File: src/rtl/seomf_pkg.sv
`timescale 1ns / 1ps

package seomf_pkg;

  localparam int WINDOW    = 5;
  localparam int FRAC_BITS = 4;

  localparam int ECHO_W  = 16;
  localparam int DIST_W  = 13;
  localparam int CM_W    = 9;
  localparam int RT_W    = 7;
  localparam int BLIM_W  = 8;
  localparam int OLIM_W  = 4;
  localparam int CFG_W   = 9;
  localparam int CIDX_W  = 3;
  localparam int DIV_W   = ECHO_W + FRAC_BITS;

  localparam logic [DIST_W-1:0] DIST_MAX = {DIST_W{1'b1}};

  typedef logic [DIST_W-1:0] dist_t;

  typedef enum logic [CIDX_W-1:0] {
    REG_MAX_DIST,
    REG_ROUND_TRIP,
    REG_NEAR_ZONE,
    REG_MAX_JUMP,
    REG_BLIND_LIMIT,
    REG_BLIND_FILL,
    REG_OUTLIER_LIMIT
  } cfg_idx_t;

  typedef enum logic [2:0] {
    ST_IDLE,
    ST_DIV,
    ST_CLEAN,
    ST_MED,
    ST_OUT
  } state_t;

  // whole cm to 1/16 cm, saturated
  function automatic dist_t scale_cm(logic [CM_W-1:0] cm);
    logic [31:0] w;
    w = 32'(cm) << FRAC_BITS;
    return (w > 32'(DIST_MAX)) ? DIST_MAX : w[DIST_W-1:0];
  endfunction

endpackage

File: src/rtl/seomf_divider.sv
`timescale 1ns / 1ps

module seomf_divider import seomf_pkg::*; (
  input  logic             clk,
  input  logic             rst,
  input  logic             start,
  input  logic [DIV_W-1:0] dividend,
  input  logic [RT_W-1:0]  divisor,
  output logic             done,
  output logic [DIV_W-1:0] quotient
);

  localparam int CNT_W = $clog2(DIV_W);
  localparam int REM_W = RT_W + 1;

  logic             busy;
  logic [CNT_W-1:0] cnt;
  logic [REM_W-1:0] rem;
  logic [DIV_W-1:0] quot;
  logic [REM_W-1:0] trial;
  logic [REM_W-1:0] rem_next;
  logic             qbit;

  // one restoring step per cycle, dividend bits shift out as quotient bits shift in
  always_comb begin
    trial    = {rem[REM_W-2:0], quot[DIV_W-1]};
    qbit     = trial >= {1'b0, divisor};
    rem_next = qbit ? trial - {1'b0, divisor} : trial;
  end

  always_ff @(posedge clk) begin
    if (rst) begin
      busy <= 1'b0;
      done <= 1'b0;
      cnt  <= '0;
    end else begin
      done <= 1'b0;
      if (start) begin
        busy <= 1'b1;
        cnt  <= CNT_W'(DIV_W - 1);
      end else if (busy) begin
        if (cnt == '0) begin
          busy <= 1'b0;
          done <= 1'b1;
        end else begin
          cnt <= cnt - CNT_W'(1);
        end
      end
    end
  end

  always_ff @(posedge clk) begin
    if (start) begin
      rem  <= '0;
      quot <= dividend;
    end else if (busy) begin
      rem  <= rem_next;
      quot <= {quot[DIV_W-2:0], qbit};
    end
  end

  assign quotient = quot;

endmodule

File: src/rtl/seomf_median.sv
`timescale 1ns / 1ps

module seomf_median import seomf_pkg::*; (
  input  logic  clk,
  input  logic  rst,
  input  logic  wr,
  input  dist_t sample,
  output logic  done,
  output dist_t median
);

  localparam int FILL_W = $clog2(WINDOW + 1);
  localparam int SLOT_W = $clog2(WINDOW);

  dist_t             win [WINDOW];
  logic [FILL_W-1:0] fill;
  logic [SLOT_W-1:0] slot;
  logic [SLOT_W-1:0] cand;
  logic              busy;
  dist_t             cval;
  logic [FILL_W-1:0] lt_cnt;
  logic [FILL_W-1:0] le_cnt;
  logic [FILL_W-1:0] mid;
  logic              found;

  // rank test of one candidate per cycle against all filled entries
  always_comb begin
    cval   = win[cand];
    lt_cnt = '0;
    le_cnt = '0;
    for (int j = 0; j < WINDOW; j++) begin
      if (FILL_W'(j) < fill) begin
        if (win[j] < cval)  lt_cnt = lt_cnt + FILL_W'(1);
        if (win[j] <= cval) le_cnt = le_cnt + FILL_W'(1);
      end
    end
    mid   = fill >> 1;
    found = (lt_cnt <= mid) && (le_cnt > mid);
  end

  always_ff @(posedge clk) begin
    if (rst) begin
      fill <= '0;
      slot <= '0;
      cand <= '0;
      busy <= 1'b0;
      done <= 1'b0;
    end else begin
      done <= 1'b0;
      if (wr) begin
        slot <= (slot == SLOT_W'(WINDOW - 1)) ? '0 : slot + SLOT_W'(1);
        if (fill < FILL_W'(WINDOW)) fill <= fill + FILL_W'(1);
        cand <= '0;
        busy <= 1'b1;
      end else if (busy) begin
        if (found) begin
          busy <= 1'b0;
          done <= 1'b1;
        end else if (cand != SLOT_W'(WINDOW - 1)) begin
          cand <= cand + SLOT_W'(1);
        end
      end
    end
  end

  always_ff @(posedge clk) begin
    if (wr) win[slot] <= sample;
    if (busy && found) median <= cval;
  end

endmodule

File: src/rtl/sonar_echo_outlier_median_filter_unit.sv
`timescale 1ns / 1ps

// sonar echo cleaner with outlier rejection and running median
// input channel: in_valid / in_ready with echo_us, echo time in us (0 = no echo)
// output channel: out_valid / out_ready with median_distance and cleaned_distance,
//   both in 1/16 cm
// config channel: cfg_valid / cfg_ready (always ready), cfg_index selects the
//   register, cfg_data is truncated to the register width; write only while idle
// one request at a time: the echo is converted by a restoring divider, one quotient
//   bit per cycle, then cleaned in the ST_CLEAN state, then the median is found by
//   testing one window entry per cycle until the median entry is found
// in_ready returns in the same cycle as out_valid, so a new request is taken only
//   after the result of the last one is loaded into the output register
// a result that is not taken holds in the output register; the next request is
//   accepted meanwhile, and its result waits until the output register is free
// reset clears the filter state and window count and restores the register
//   defaults; no clearing pass is needed

module sonar_echo_outlier_median_filter_unit import seomf_pkg::*; (
  input  logic              clk,
  input  logic              rst,
  input  logic              in_valid,
  output logic              in_ready,
  input  logic [ECHO_W-1:0] echo_us,
  output logic              out_valid,
  input  logic              out_ready,
  output logic [DIST_W-1:0] median_distance,
  output logic [DIST_W-1:0] cleaned_distance,
  input  logic              cfg_valid,
  output logic              cfg_ready,
  input  logic [CIDX_W-1:0] cfg_index,
  input  logic [CFG_W-1:0]  cfg_data
);

  state_t state, state_next;

  logic [CM_W-1:0]   max_distance_cm;
  logic [RT_W-1:0]   round_trip_us_per_cm;
  logic [CM_W-1:0]   near_zone_cm;
  logic [CM_W-1:0]   max_jump_cm;
  logic [BLIM_W-1:0] blind_streak_limit;
  logic [CM_W-1:0]   blind_fill_cm;
  logic [OLIM_W-1:0] outlier_streak_limit;

  dist_t             last_accepted, last_accepted_next;
  logic [BLIM_W-1:0] blind_streak, blind_streak_next;
  logic [OLIM_W-1:0] outlier_streak, outlier_streak_next;
  logic              echo_zero;
  dist_t             cleaned, cleaned_next;

  logic              div_start;
  logic              div_done;
  logic [DIV_W-1:0]  quotient;
  logic              med_wr;
  logic              med_done;
  dist_t             med_value;
  logic              out_load;

  seomf_divider u_div (
    .clk      (clk),
    .rst      (rst),
    .start    (div_start),
    .dividend ({echo_us, FRAC_BITS'(0)}),
    .divisor  (round_trip_us_per_cm),
    .done     (div_done),
    .quotient (quotient)
  );

  seomf_median u_med (
    .clk    (clk),
    .rst    (rst),
    .wr     (med_wr),
    .sample (cleaned_next),
    .done   (med_done),
    .median (med_value)
  );

  assign cfg_ready = 1'b1;

  always_ff @(posedge clk) begin
    if (rst) begin
      max_distance_cm      <= CM_W'(400);
      round_trip_us_per_cm <= RT_W'(57);
      near_zone_cm         <= CM_W'(25);
      max_jump_cm          <= CM_W'(15);
      blind_streak_limit   <= BLIM_W'(15);
      blind_fill_cm        <= CM_W'(2);
      outlier_streak_limit <= OLIM_W'(4);
    end else if (cfg_valid) begin
      unique case (cfg_idx_t'(cfg_index))
        REG_MAX_DIST:      max_distance_cm      <= cfg_data[CM_W-1:0];
        REG_ROUND_TRIP:    round_trip_us_per_cm <= cfg_data[RT_W-1:0];
        REG_NEAR_ZONE:     near_zone_cm         <= cfg_data[CM_W-1:0];
        REG_MAX_JUMP:      max_jump_cm          <= cfg_data[CM_W-1:0];
        REG_BLIND_LIMIT:   blind_streak_limit   <= cfg_data[BLIM_W-1:0];
        REG_BLIND_FILL:    blind_fill_cm        <= cfg_data[CM_W-1:0];
        REG_OUTLIER_LIMIT: outlier_streak_limit <= cfg_data[OLIM_W-1:0];
        default: ;
      endcase
    end
  end

  // sequencer
  always_ff @(posedge clk) begin
    if (rst) state <= ST_IDLE;
    else     state <= state_next;
  end

  always_comb begin
    state_next = state;
    in_ready   = 1'b0;
    div_start  = 1'b0;
    med_wr     = 1'b0;
    out_load   = 1'b0;
    unique case (state)
      ST_IDLE: begin
        in_ready  = 1'b1;
        div_start = in_valid;
        if (in_valid) state_next = ST_DIV;
      end
      ST_DIV: begin
        if (div_done) state_next = ST_CLEAN;
      end
      ST_CLEAN: begin
        med_wr     = 1'b1;
        state_next = ST_MED;
      end
      ST_MED: begin
        if (med_done) state_next = ST_OUT;
      end
      ST_OUT: begin
        out_load = !out_valid || out_ready;
        if (out_load) state_next = ST_IDLE;
      end
      default: state_next = ST_IDLE;
    endcase
  end

  // blind-spot and jump filtering
  always_comb begin
    dist_t             max_d;
    dist_t             near_d;
    dist_t             jump_d;
    dist_t             fill_d;
    dist_t             conv;
    dist_t             raw;
    dist_t             delta;
    logic [BLIM_W-1:0] bs_inc;
    logic [OLIM_W-1:0] os_inc;

    max_d  = scale_cm(max_distance_cm);
    near_d = scale_cm(near_zone_cm);
    jump_d = scale_cm(max_jump_cm);
    fill_d = scale_cm(blind_fill_cm);

    if (round_trip_us_per_cm == '0)
      conv = DIST_MAX;
    else if (32'(quotient) > 32'(DIST_MAX))
      conv = DIST_MAX;
    else
      conv = DIST_W'(quotient);

    bs_inc = (blind_streak == {BLIM_W{1'b1}}) ? blind_streak : blind_streak + BLIM_W'(1);

    if (echo_zero) begin
      if ((last_accepted != '0) && (last_accepted < near_d)) begin
        blind_streak_next = bs_inc;
        raw = (bs_inc < blind_streak_limit) ? fill_d : max_d;
      end else begin
        blind_streak_next = '0;
        raw = max_d;
      end
    end else begin
      blind_streak_next = '0;
      raw = conv;
    end

    delta  = (raw >= last_accepted) ? raw - last_accepted : last_accepted - raw;
    os_inc = outlier_streak + OLIM_W'(1);

    cleaned_next        = raw;
    last_accepted_next  = raw;
    outlier_streak_next = '0;
    if ((last_accepted != '0) && (delta > jump_d) && (raw >= last_accepted)) begin
      // upward jump: hold the last level until the streak reaches the limit
      if (os_inc < outlier_streak_limit) begin
        cleaned_next        = last_accepted;
        last_accepted_next  = last_accepted;
        outlier_streak_next = os_inc;
      end
    end
  end

  always_ff @(posedge clk) begin
    if (rst) begin
      last_accepted  <= '0;
      blind_streak   <= '0;
      outlier_streak <= '0;
    end else if (med_wr) begin
      last_accepted  <= last_accepted_next;
      blind_streak   <= blind_streak_next;
      outlier_streak <= outlier_streak_next;
    end
  end

  always_ff @(posedge clk) begin
    if (div_start) echo_zero <= (echo_us == '0);
    if (med_wr)    cleaned   <= cleaned_next;
  end

  // output register
  always_ff @(posedge clk) begin
    if (rst) begin
      out_valid <= 1'b0;
    end else if (out_load) begin
      out_valid <= 1'b1;
    end else if (out_ready) begin
      out_valid <= 1'b0;
    end
  end

  always_ff @(posedge clk) begin
    if (out_load) begin
      median_distance  <= med_value;
      cleaned_distance <= cleaned;
    end
  end

endmodule
File: config.mk
export PLATFORM = sky130hd
export DESIGN_NAME = sonar_echo_outlier_median_filter_unit
export DESIGN_NICKNAME = d
export VERILOG_FILES = /design/src/rtl/seomf_pkg.sv /design/src/rtl/seomf_divider.sv /design/src/rtl/seomf_median.sv /design/src/rtl/sonar_echo_outlier_median_filter_unit.sv
export SDC_FILE = /design/constraint.sdc
export NUM_CORES = 1
export LEC_CHECK = 0
export BUFFER_PORTS_ARGS = -buffer_cell sky130_fd_sc_hd__clkbuf_2
export CORE_ASPECT_RATIO = 0.5
export CORE_MARGIN = 1
export CORE_UTILIZATION = 55
export DETAILED_ROUTE_END_ITERATION = 10
export PLACE_DENSITY_LB_ADDON = 0.25
export RECOVER_POWER = 100
export SLEW_MARGIN = 5
export SYNTH_ARGS = -nofsm -noshare
export SYNTH_HDL_FRONTEND = slang
export SYNTH_SLANG_ARGS = --single-unit
File: constraint.sdc
create_clock -name clk -period 20.7 [get_ports clk]
set_clock_uncertainty 0.05 [all_clocks]
set_input_delay 5.175 -clock clk [delete_from_list [all_inputs] [get_ports clk]]
set_output_delay 5.175 -clock clk [all_outputs]
set_load 0.005 [all_outputs]
# Word level (Yosys, flattened, before mapping)
# Memory sizes are Yosys's and may differ from the RTL's. A register that Yosys moved wholly into a read port is not among the register bits.
# Cells that the tools add are included.
dict set report totals {
  regBits 182
  ramBits 65
  memories 1
}
# name words word_bits rd rd_clocked_by_memory_dff wr line
set mem_list {}
lappend mem_list {u_med.win 5 13 6 1 1 seomf_median.sv:15} ;# dist_t win [WINDOW];
dict set report op_classes {
  add_sub_neg 17
  magnitude_cmp 29
  eq_ne 18
  muxes 67
  n_bitwise 4
  reduce_logical 31
}
# op count
set op_table {}
lappend op_table {{13-bit two-way mux} 12}
lappend op_table {{13-bit < comparator} 6}
lappend op_table {{3-bit two-way mux} 24}
lappend op_table {{13-bit less-or-equal comparator} 5}
lappend op_table {{13-bit greater-than comparator, second input constant} 4}
lappend op_table {{20-bit two-way mux} 2}
lappend op_table {{3-bit by 1-bit adder with 3-bit output, second input constant} 10}
lappend op_table {{13-bit subtractor} 2}
lappend op_table {{8-bit two-way mux} 3}
lappend op_table {{20-bit by 13-bit greater-than comparator with 1-bit output, second input constant} 1}
lappend op_table {{2-bit AND reduction} 10}
lappend op_table {{1-bit two-way mux} 19}
lappend op_table {{16-bit logical NOT} 1}
lappend op_table {{3-bit equality test, second input constant} 5}
lappend op_table {{5-bit two-way mux} 3}
lappend op_table {{3-bit case mux with 5 select lines} 1}
lappend op_table {{13-bit greater-or-equal comparator} 1}
lappend op_table {{13-bit greater-than comparator} 1}
lappend op_table {{13-bit nonzero test} 1}
lappend op_table {{3-bit by 2-bit equality test with 1-bit output, second input constant} 4}
lappend op_table {{8-bit by 1-bit adder with 8-bit output, second input constant} 1}
lappend op_table {{8-bit equality test, second input constant} 1}
lappend op_table {{8-bit by 7-bit greater-or-equal comparator with 1-bit output} 1}
lappend op_table {{8-bit < comparator} 1}
lappend op_table {{other kinds (29)} 47}

# Logic depth before layout (Yosys ltp)
# An unclocked memory read counts as a cell.
dict set report logic_depth {
  depth_word 22
  ltp_mapped 38
}

# Cells and area by module
# From an unflattened synthesis, not the netlist that was laid out.
dict set report hier_totals {
  cells_unflattened 1445
  area_unflattened_um2 15899.0
}
# mod instances cells_per_inst area_per_inst_um2 seq_area_each_um2
set by_module_without_submodules {}
lappend by_module_without_submodules {sonar_echo_outlier_median_filter_unit 1 774 7024.2 2882.8}
lappend by_module_without_submodules {seomf_median 1 497 6946.7 3793.6}
lappend by_module_without_submodules {seomf_divider 1 174 1928.1 880.8}

# Worst setup path before layout
# No wires, ideal clock.
dict set report synth_path {
  kind {reg2reg}
  from {register blind_streak[0]}
  to {register cleaned[10], data pin}
  setup_time_ns 0.275
  arrival_ns 7.246
  slack_ns 13.129
  stages_incl_launch_ff 35
  path_buffers 3
  period_less_slack_ns 7.571
  cell_sequence {dfxtp_1 ha_1 and2_1 and2_1 and3_1 nor2_1 nand3_1 xnor2_1 ha_1 a21o_1 a21o_1 a211oi_1 o31ai_1 a21oi_1 buf_4 mux2i_1 a21oi_1 ha_1 buf_4 and3_1 nand2_1 a211o_1 a21oi_2 or4_2 o31a_1 a221oi_2 mux2_2 a311oi_1 ha_1 a21oi_1 a2111oi_0 o21ai_0 a211oi_4 buf_4 mux2_2}
}
dict set report synth_between {
  elab_chain_cells 12
  word_cells_on_any_way 16
}
# element line
set synth_lines {}
lappend synth_lines {{from (decl)} sonar_echo_outlier_median_filter_unit.sv:46} ;# logic [BLIM_W-1:0] blind_streak, blind_streak_next;
lappend synth_lines {{from (signal assigned)} sonar_echo_outlier_median_filter_unit.sv:201} ;# blind_streak <= blind_streak_next;
lappend synth_lines {{8-bit by 1-bit adder with 8-bit output / 8-bit equality test (equally long branches)} sonar_echo_outlier_median_filter_unit.sv:163} ;# bs_inc = (blind_streak == {BLIM_W{1'b1}}) ? blind_streak : blind_streak + BLIM_W'(1);
lappend synth_lines {{8-bit two-way mux *} sonar_echo_outlier_median_filter_unit.sv:163}
lappend synth_lines {{8-bit < comparator *} sonar_echo_outlier_median_filter_unit.sv:168} ;# raw = (bs_inc < blind_streak_limit) ? fill_d : max_d;
lappend synth_lines {{13-bit two-way mux *} sonar_echo_outlier_median_filter_unit.sv:168}
lappend synth_lines {{13-bit two-way mux *} sonar_echo_outlier_median_filter_unit.sv:166} ;# if ((last_accepted != '0) && (last_accepted < near_d)) begin
lappend synth_lines {{13-bit two-way mux *} sonar_echo_outlier_median_filter_unit.sv:165} ;# if (echo_zero) begin
lappend synth_lines {{13-bit subtractor / 13-bit greater-or-equal comparator (equally long branches)} {sonar_echo_outlier_median_filter_unit.sv:178, sonar_echo_outlier_median_filter_unit.sv:184}}
lappend synth_lines {{13-bit two-way mux} sonar_echo_outlier_median_filter_unit.sv:178} ;# delta = (raw >= last_accepted) ? raw - last_accepted : last_accepted - raw;
lappend synth_lines {{13-bit greater-than comparator} sonar_echo_outlier_median_filter_unit.sv:184} ;# if ((last_accepted != '0) && (delta > jump_d) && (raw >= last_accepted)) begin
lappend synth_lines {{1-bit logical AND (2 in a row)} sonar_echo_outlier_median_filter_unit.sv:184}
lappend synth_lines {{13-bit two-way mux *} n/a}
lappend synth_lines {{via cleaned_next[10]} sonar_echo_outlier_median_filter_unit.sv:49} ;# dist_t cleaned, cleaned_next;
lappend synth_lines {{to (signal assigned)} sonar_echo_outlier_median_filter_unit.sv:208} ;# if (med_wr) cleaned <= cleaned_next;
lappend synth_lines {{to (decl)} sonar_echo_outlier_median_filter_unit.sv:49}
# Mark *: on every way through the listed nets, which the timed path passes. The rest lies on a longest branch.
# A chain may end at the register's enable or synchronous reset.

# Final worst setup path
dict set report layout_path {
  from {register blind_streak[0]}
  to {register last_accepted[0]}
}
dict set report layout_between {
  elab_chain_cells 12
  word_cells_on_any_way 16
}
# element line
set layout_lines {}
lappend layout_lines {{8-bit by 1-bit adder with 8-bit output / 8-bit equality test (equally long branches)} sonar_echo_outlier_median_filter_unit.sv:163}
lappend layout_lines {{8-bit two-way mux *} sonar_echo_outlier_median_filter_unit.sv:163}
lappend layout_lines {{8-bit < comparator *} sonar_echo_outlier_median_filter_unit.sv:168}
lappend layout_lines {{13-bit two-way mux *} sonar_echo_outlier_median_filter_unit.sv:168}
lappend layout_lines {{13-bit two-way mux *} sonar_echo_outlier_median_filter_unit.sv:166}
lappend layout_lines {{13-bit two-way mux *} sonar_echo_outlier_median_filter_unit.sv:165}
lappend layout_lines {{13-bit subtractor / 13-bit greater-or-equal comparator (equally long branches)} {sonar_echo_outlier_median_filter_unit.sv:178, sonar_echo_outlier_median_filter_unit.sv:184}}
lappend layout_lines {{13-bit two-way mux} sonar_echo_outlier_median_filter_unit.sv:178}
lappend layout_lines {{13-bit greater-than comparator} sonar_echo_outlier_median_filter_unit.sv:184}
lappend layout_lines {{1-bit logical AND (2 in a row)} sonar_echo_outlier_median_filter_unit.sv:184}
lappend layout_lines {{13-bit two-way mux *} sonar_echo_outlier_median_filter_unit.sv:184}
lappend layout_lines {{via cleaned_next[0]} sonar_echo_outlier_median_filter_unit.sv:49}
lappend layout_lines {{to (signal assigned)} sonar_echo_outlier_median_filter_unit.sv:200} ;# last_accepted <= last_accepted_next;
lappend layout_lines {{to (decl)} sonar_echo_outlier_median_filter_unit.sv:45} ;# dist_t last_accepted, last_accepted_next;
# Marks and branches as above.

==> impl_results.rst <==
.. list-table::
   :header-rows: 1

   * - Metric
     - Value
   * - Total length of routed met3 wires
     - 2370 µm
   * - FF+latch count, synth
     - 289
   * - Distinct cell type count of the synthesized netlist
     - 77
   * - Remaining global-route overflow
     - 0
   * - Unrepaired setup endpoints after global routing
     - no
   * - Diode count
     - 0
   * - Arrival @ worst endpoint
     - 12,420 ps
   * - Core area
     - 26,900 µm²
   * - Fraction of registers with async set or reset after synthesis
     - 0
   * - CTS-repair resized insts
     - 0
   * - Switch Pwr
     - 317 µW
   * - R2R Setup Slk
     - 8490 ps
   * - Synthesis warning total
     - 0
   * - Vias per cell
     - 5.88
   * - Most common library cell in the layout ignoring fill and taps
     - sky130_fd_sc_hd__edfxtp_1
   * - Post-CTS clock slew at the launch and capture registers of the worst setup and hold paths
     - 70 ps
   * - Latest clock arrival within the worst-skew pair
     - 550 ps
   * - Worst Path Max Fanout
     - 16
   * - Share of the yosys chip area belonging to registers
     - 0.491
   * - Syn Inst Count
     - 1,386
   * - Maximum count of clock buffers along a single path
     - 3
   * - DRT iter0 DRCs
     - 825
   * - Crit. End Element
     - flop
   * - Wire length of the first global-routing pass
     - 56,700 µm
   * - WHS
     - 367 ps
   * - Number of global-route vias before repair
     - 10,600
   * - DRC viols
     - 0
   * - Share of post-route cells with drive strength above 1
     - 0.102
   * - Pre-Repair DR Iteration Count
     - 5
   * - Area added between synthesis and finish
     - 9.42%
   * - Run status
     - complete, but fails checks
   * - Hold-fix buffers, CTS
     - 0
   * - Number of buffers inserted during clock tree synthesis
     - 26
   * - Critical path's largest stage delay
     - 2020 ps
   * - Portion of total power attributed to the clock network
     - 0.393
   * - Worst-margin pin slew
     - 3700 ps
   * - Sequential share of power
     - 0.496
   * - Antenna Violating Nets Remaining
     - 0
   * - Relative slew margins
     - -1.47
   * - Cell type with the highest occurrence count on the critical path
     - sky130_fd_sc_hd__a21oi_1
   * - Placer Congestion
     - 0.906
   * - Hold/Removal Path Class
     - reg -> reg
   * - Internal power component
     - 970 µW
   * - Category of the critical setup timing path
     - reg -> reg
   * - Initial antenna violation count
     - 0
   * - Startpoint type of the worst setup path
     - flop
   * - Maximum clock frequency
     - 81.9 MHz
   * - Dominant register cell in the synthesized netlist
     - sky130_fd_sc_hd__edfxtp_1
   * - Post-synth net total
     - 1,565
   * - Sum of negative setup slack
     - 0 ps
   * - Met1 wire length
     - 16,100 µm
   * - Count of endpoints failing hold in the final timing report
     - 0
   * - Critical Path RT
     - 20,910 ps
   * - Final WL
     - 35,200 µm
   * - Setup-failing EPs final
     - 0
   * - Fraction of power spent switching nets
     - 0.247
   * - Die Y-Extent
     - 120 µm
   * - Power per cell area
     - 76.8 nW/µm²
   * - Die area
     - 28,600 µm²
   * - Overall Power
     - 1.29 mW
   * - Number of nets in the layout
     - 1,615
   * - Maximum number of pins on one net before global-route repair
     - 83
   * - Wire length per cell after detailed routing
     - 19.2 µm
   * - Number of levels the H-tree was split into
     - 1
   * - Syn avg cell area
     - 11.1 µm²
   * - Cell count after placement
     - 1,782
   * - Num rows
     - 42
   * - Clock tree from TritonCTS
     - done
   * - Post-route non-filler standard cell count
     - 1,830
   * - Violated checks
     - max-capacitance violations, max-slew violations
   * - Final Max Slew Viols
     - 154
   * - Worst path slowest cell
     - sky130_fd_sc_hd__a211oi_1
   * - Number of flops mapped to enable cells by yosys
     - 173
   * - Total GRT Usage
     - 0.253
   * - Die Span X
     - 238 µm
   * - # Post-CTS Setup Buffers
     - 0
   * - Highest Signal Layer
     - met4
   * - Final Cycle Share
     - 0.590
   * - Minimum clock period
     - 12,210 ps
   * - Most frequent cells in the layout
     - sky130_fd_sc_hd__edfxtp_1 (173), sky130_fd_sc_hd__ha_1 (145), sky130_fd_sc_hd__nand2_1 (134), sky130_fd_sc_hd__dfxtp_1 (116), sky130_fd_sc_hd__nor2_1 (102)
   * - Peak supply drop
     - 0.0607 mV
   * - Number of max-cap violations
     - 4
   * - Root buf cell
     - sky130_fd_sc_hd__clkbuf_16
   * - Combinational group share of total power
     - 0.111
   * - Initial Util
     - 0.569
   * - Leakage Power
     - 6.53 nW
   * - Number of placed I/O pins
     - 62
   * - PortBufs
     - 60
   * - Clock tree sinks
     - 289
   * - Number of vias in the routed layout
     - 10,800
   * - Cell Area, Synth
     - 15,300 µm²
   * - Wire length on met2
     - 16,000 µm
   * - Post-detail-place hpwl
     - 25,800 µm
[power by group through the flow]
stage	sequential (mW)	combinational, mW	clock (mW)
2_1_floorplan	0.647	0.109	0
3_3_place_gp	0.651	0.140	0
3_5_place_dp	0.651	0.144	0
4_1_cts	0.638	0.145	0.512
5_1_grt	0.640	0.159	0.537
6_report	0.639	0.143	0.505
[path summary, 6_finish.rpt]
kind,to,depth (start not counted),start
hold / removal,cleaned_distance[11],0,cleaned[11]
setup / recovery,last_accepted[0],35,blind_streak[0]
hold reg to reg,cleaned_distance[11],0,cleaned[11]
setup reg to reg,last_accepted[0],35,blind_streak[0]
[through the flow]
step / utilization / worst slack, ps / instance area (µm²)
after floorplan: - / 13130 / 15300
after global placement: 0.595 / 11010 / 16000
after detailed placement: 0.595 / 10610 / 16000
after CTS: 0.628 / 10590 / 16900
after global routing: 0.623 / 7460 / 16800
final: 0.623 / 8490 / 16800
[worst max-delay path, delay by kind of cell, from the launching register on]
kind            cells  cell delay [ps]
simple gates        8             2360
fa+ha+maj           4             1280
flops               1              350
compound gates     18             6140
mux                 3             1300
xor+xnor            2              400
[kinds of logic (layout without fill, tap and decap cells)]
kind of cell	Yosys count	in the layout	synth area share
xor+xnor	28	28	0.0169
compound gates	246	246	0.109
buf+inv	149	219	0.0384
other cells	1	1	0.000245
mux	106	106	0.0937
flops	289	289	0.491
simple gates	421	421	0.131
fa+ha+maj	146	146	0.120
[cells in the mapped netlist, types with 26 or more instances]
library cell,n,share of area
sky130_fd_sc_hd__edfxtp_1,173,0.34
sky130_fd_sc_hd__ha_1,145,0.12
sky130_fd_sc_hd__nor2b_1,26,0.011
sky130_fd_sc_hd__inv_1,97,0.024
sky130_fd_sc_hd__nand2_1,134,0.033
sky130_fd_sc_hd__a21oi_1,89,0.029
sky130_fd_sc_hd__nand3_1,46,0.015
sky130_fd_sc_hd__mux2i_1,53,0.035
sky130_fd_sc_hd__dfxtp_1,116,0.15
sky130_fd_sc_hd__nor2_1,102,0.025
sky130_fd_sc_hd__clkbuf_1,36,0.0088
sky130_fd_sc_hd__mux4_2,26,0.038
[state kept, by name, summed over array words and instances (netlist names), 4 cells and up, named ones only]
name                  flops
u_div.quotient           20
blind_streak_limit        8
u_med.median             13
blind_streak              8
last_accepted            13
near_zone_cm              9
blind_fill_cm             9
median_distance          13
max_jump_cm               9
outlier_streak_limit      4
cleaned                  13
u_div.cnt                 5
cleaned_distance         13
round_trip_us_per_cm      7
u_div.rem                 7
u_med.win               104
max_distance_cm           9
outlier_streak            4
[routing by layer]
layer	global-route usage	vias to the layer above
li1	-	5166
met1	0.355	5197
met2	0.413	346
met3	0.0439	49
met4	0.0505	0
met5	0	-
[area by class of cell]
type	instances	area (µm²)
fill	2156	10100
inverter	97	364
tap	374	468
clock inverter	14	190
multi-input combinational	948	7190
sequential	289	7520
clock buffer	34	691
timing repair buffer	74	348
No activity file was read; power rests on OpenSTA's default activity.
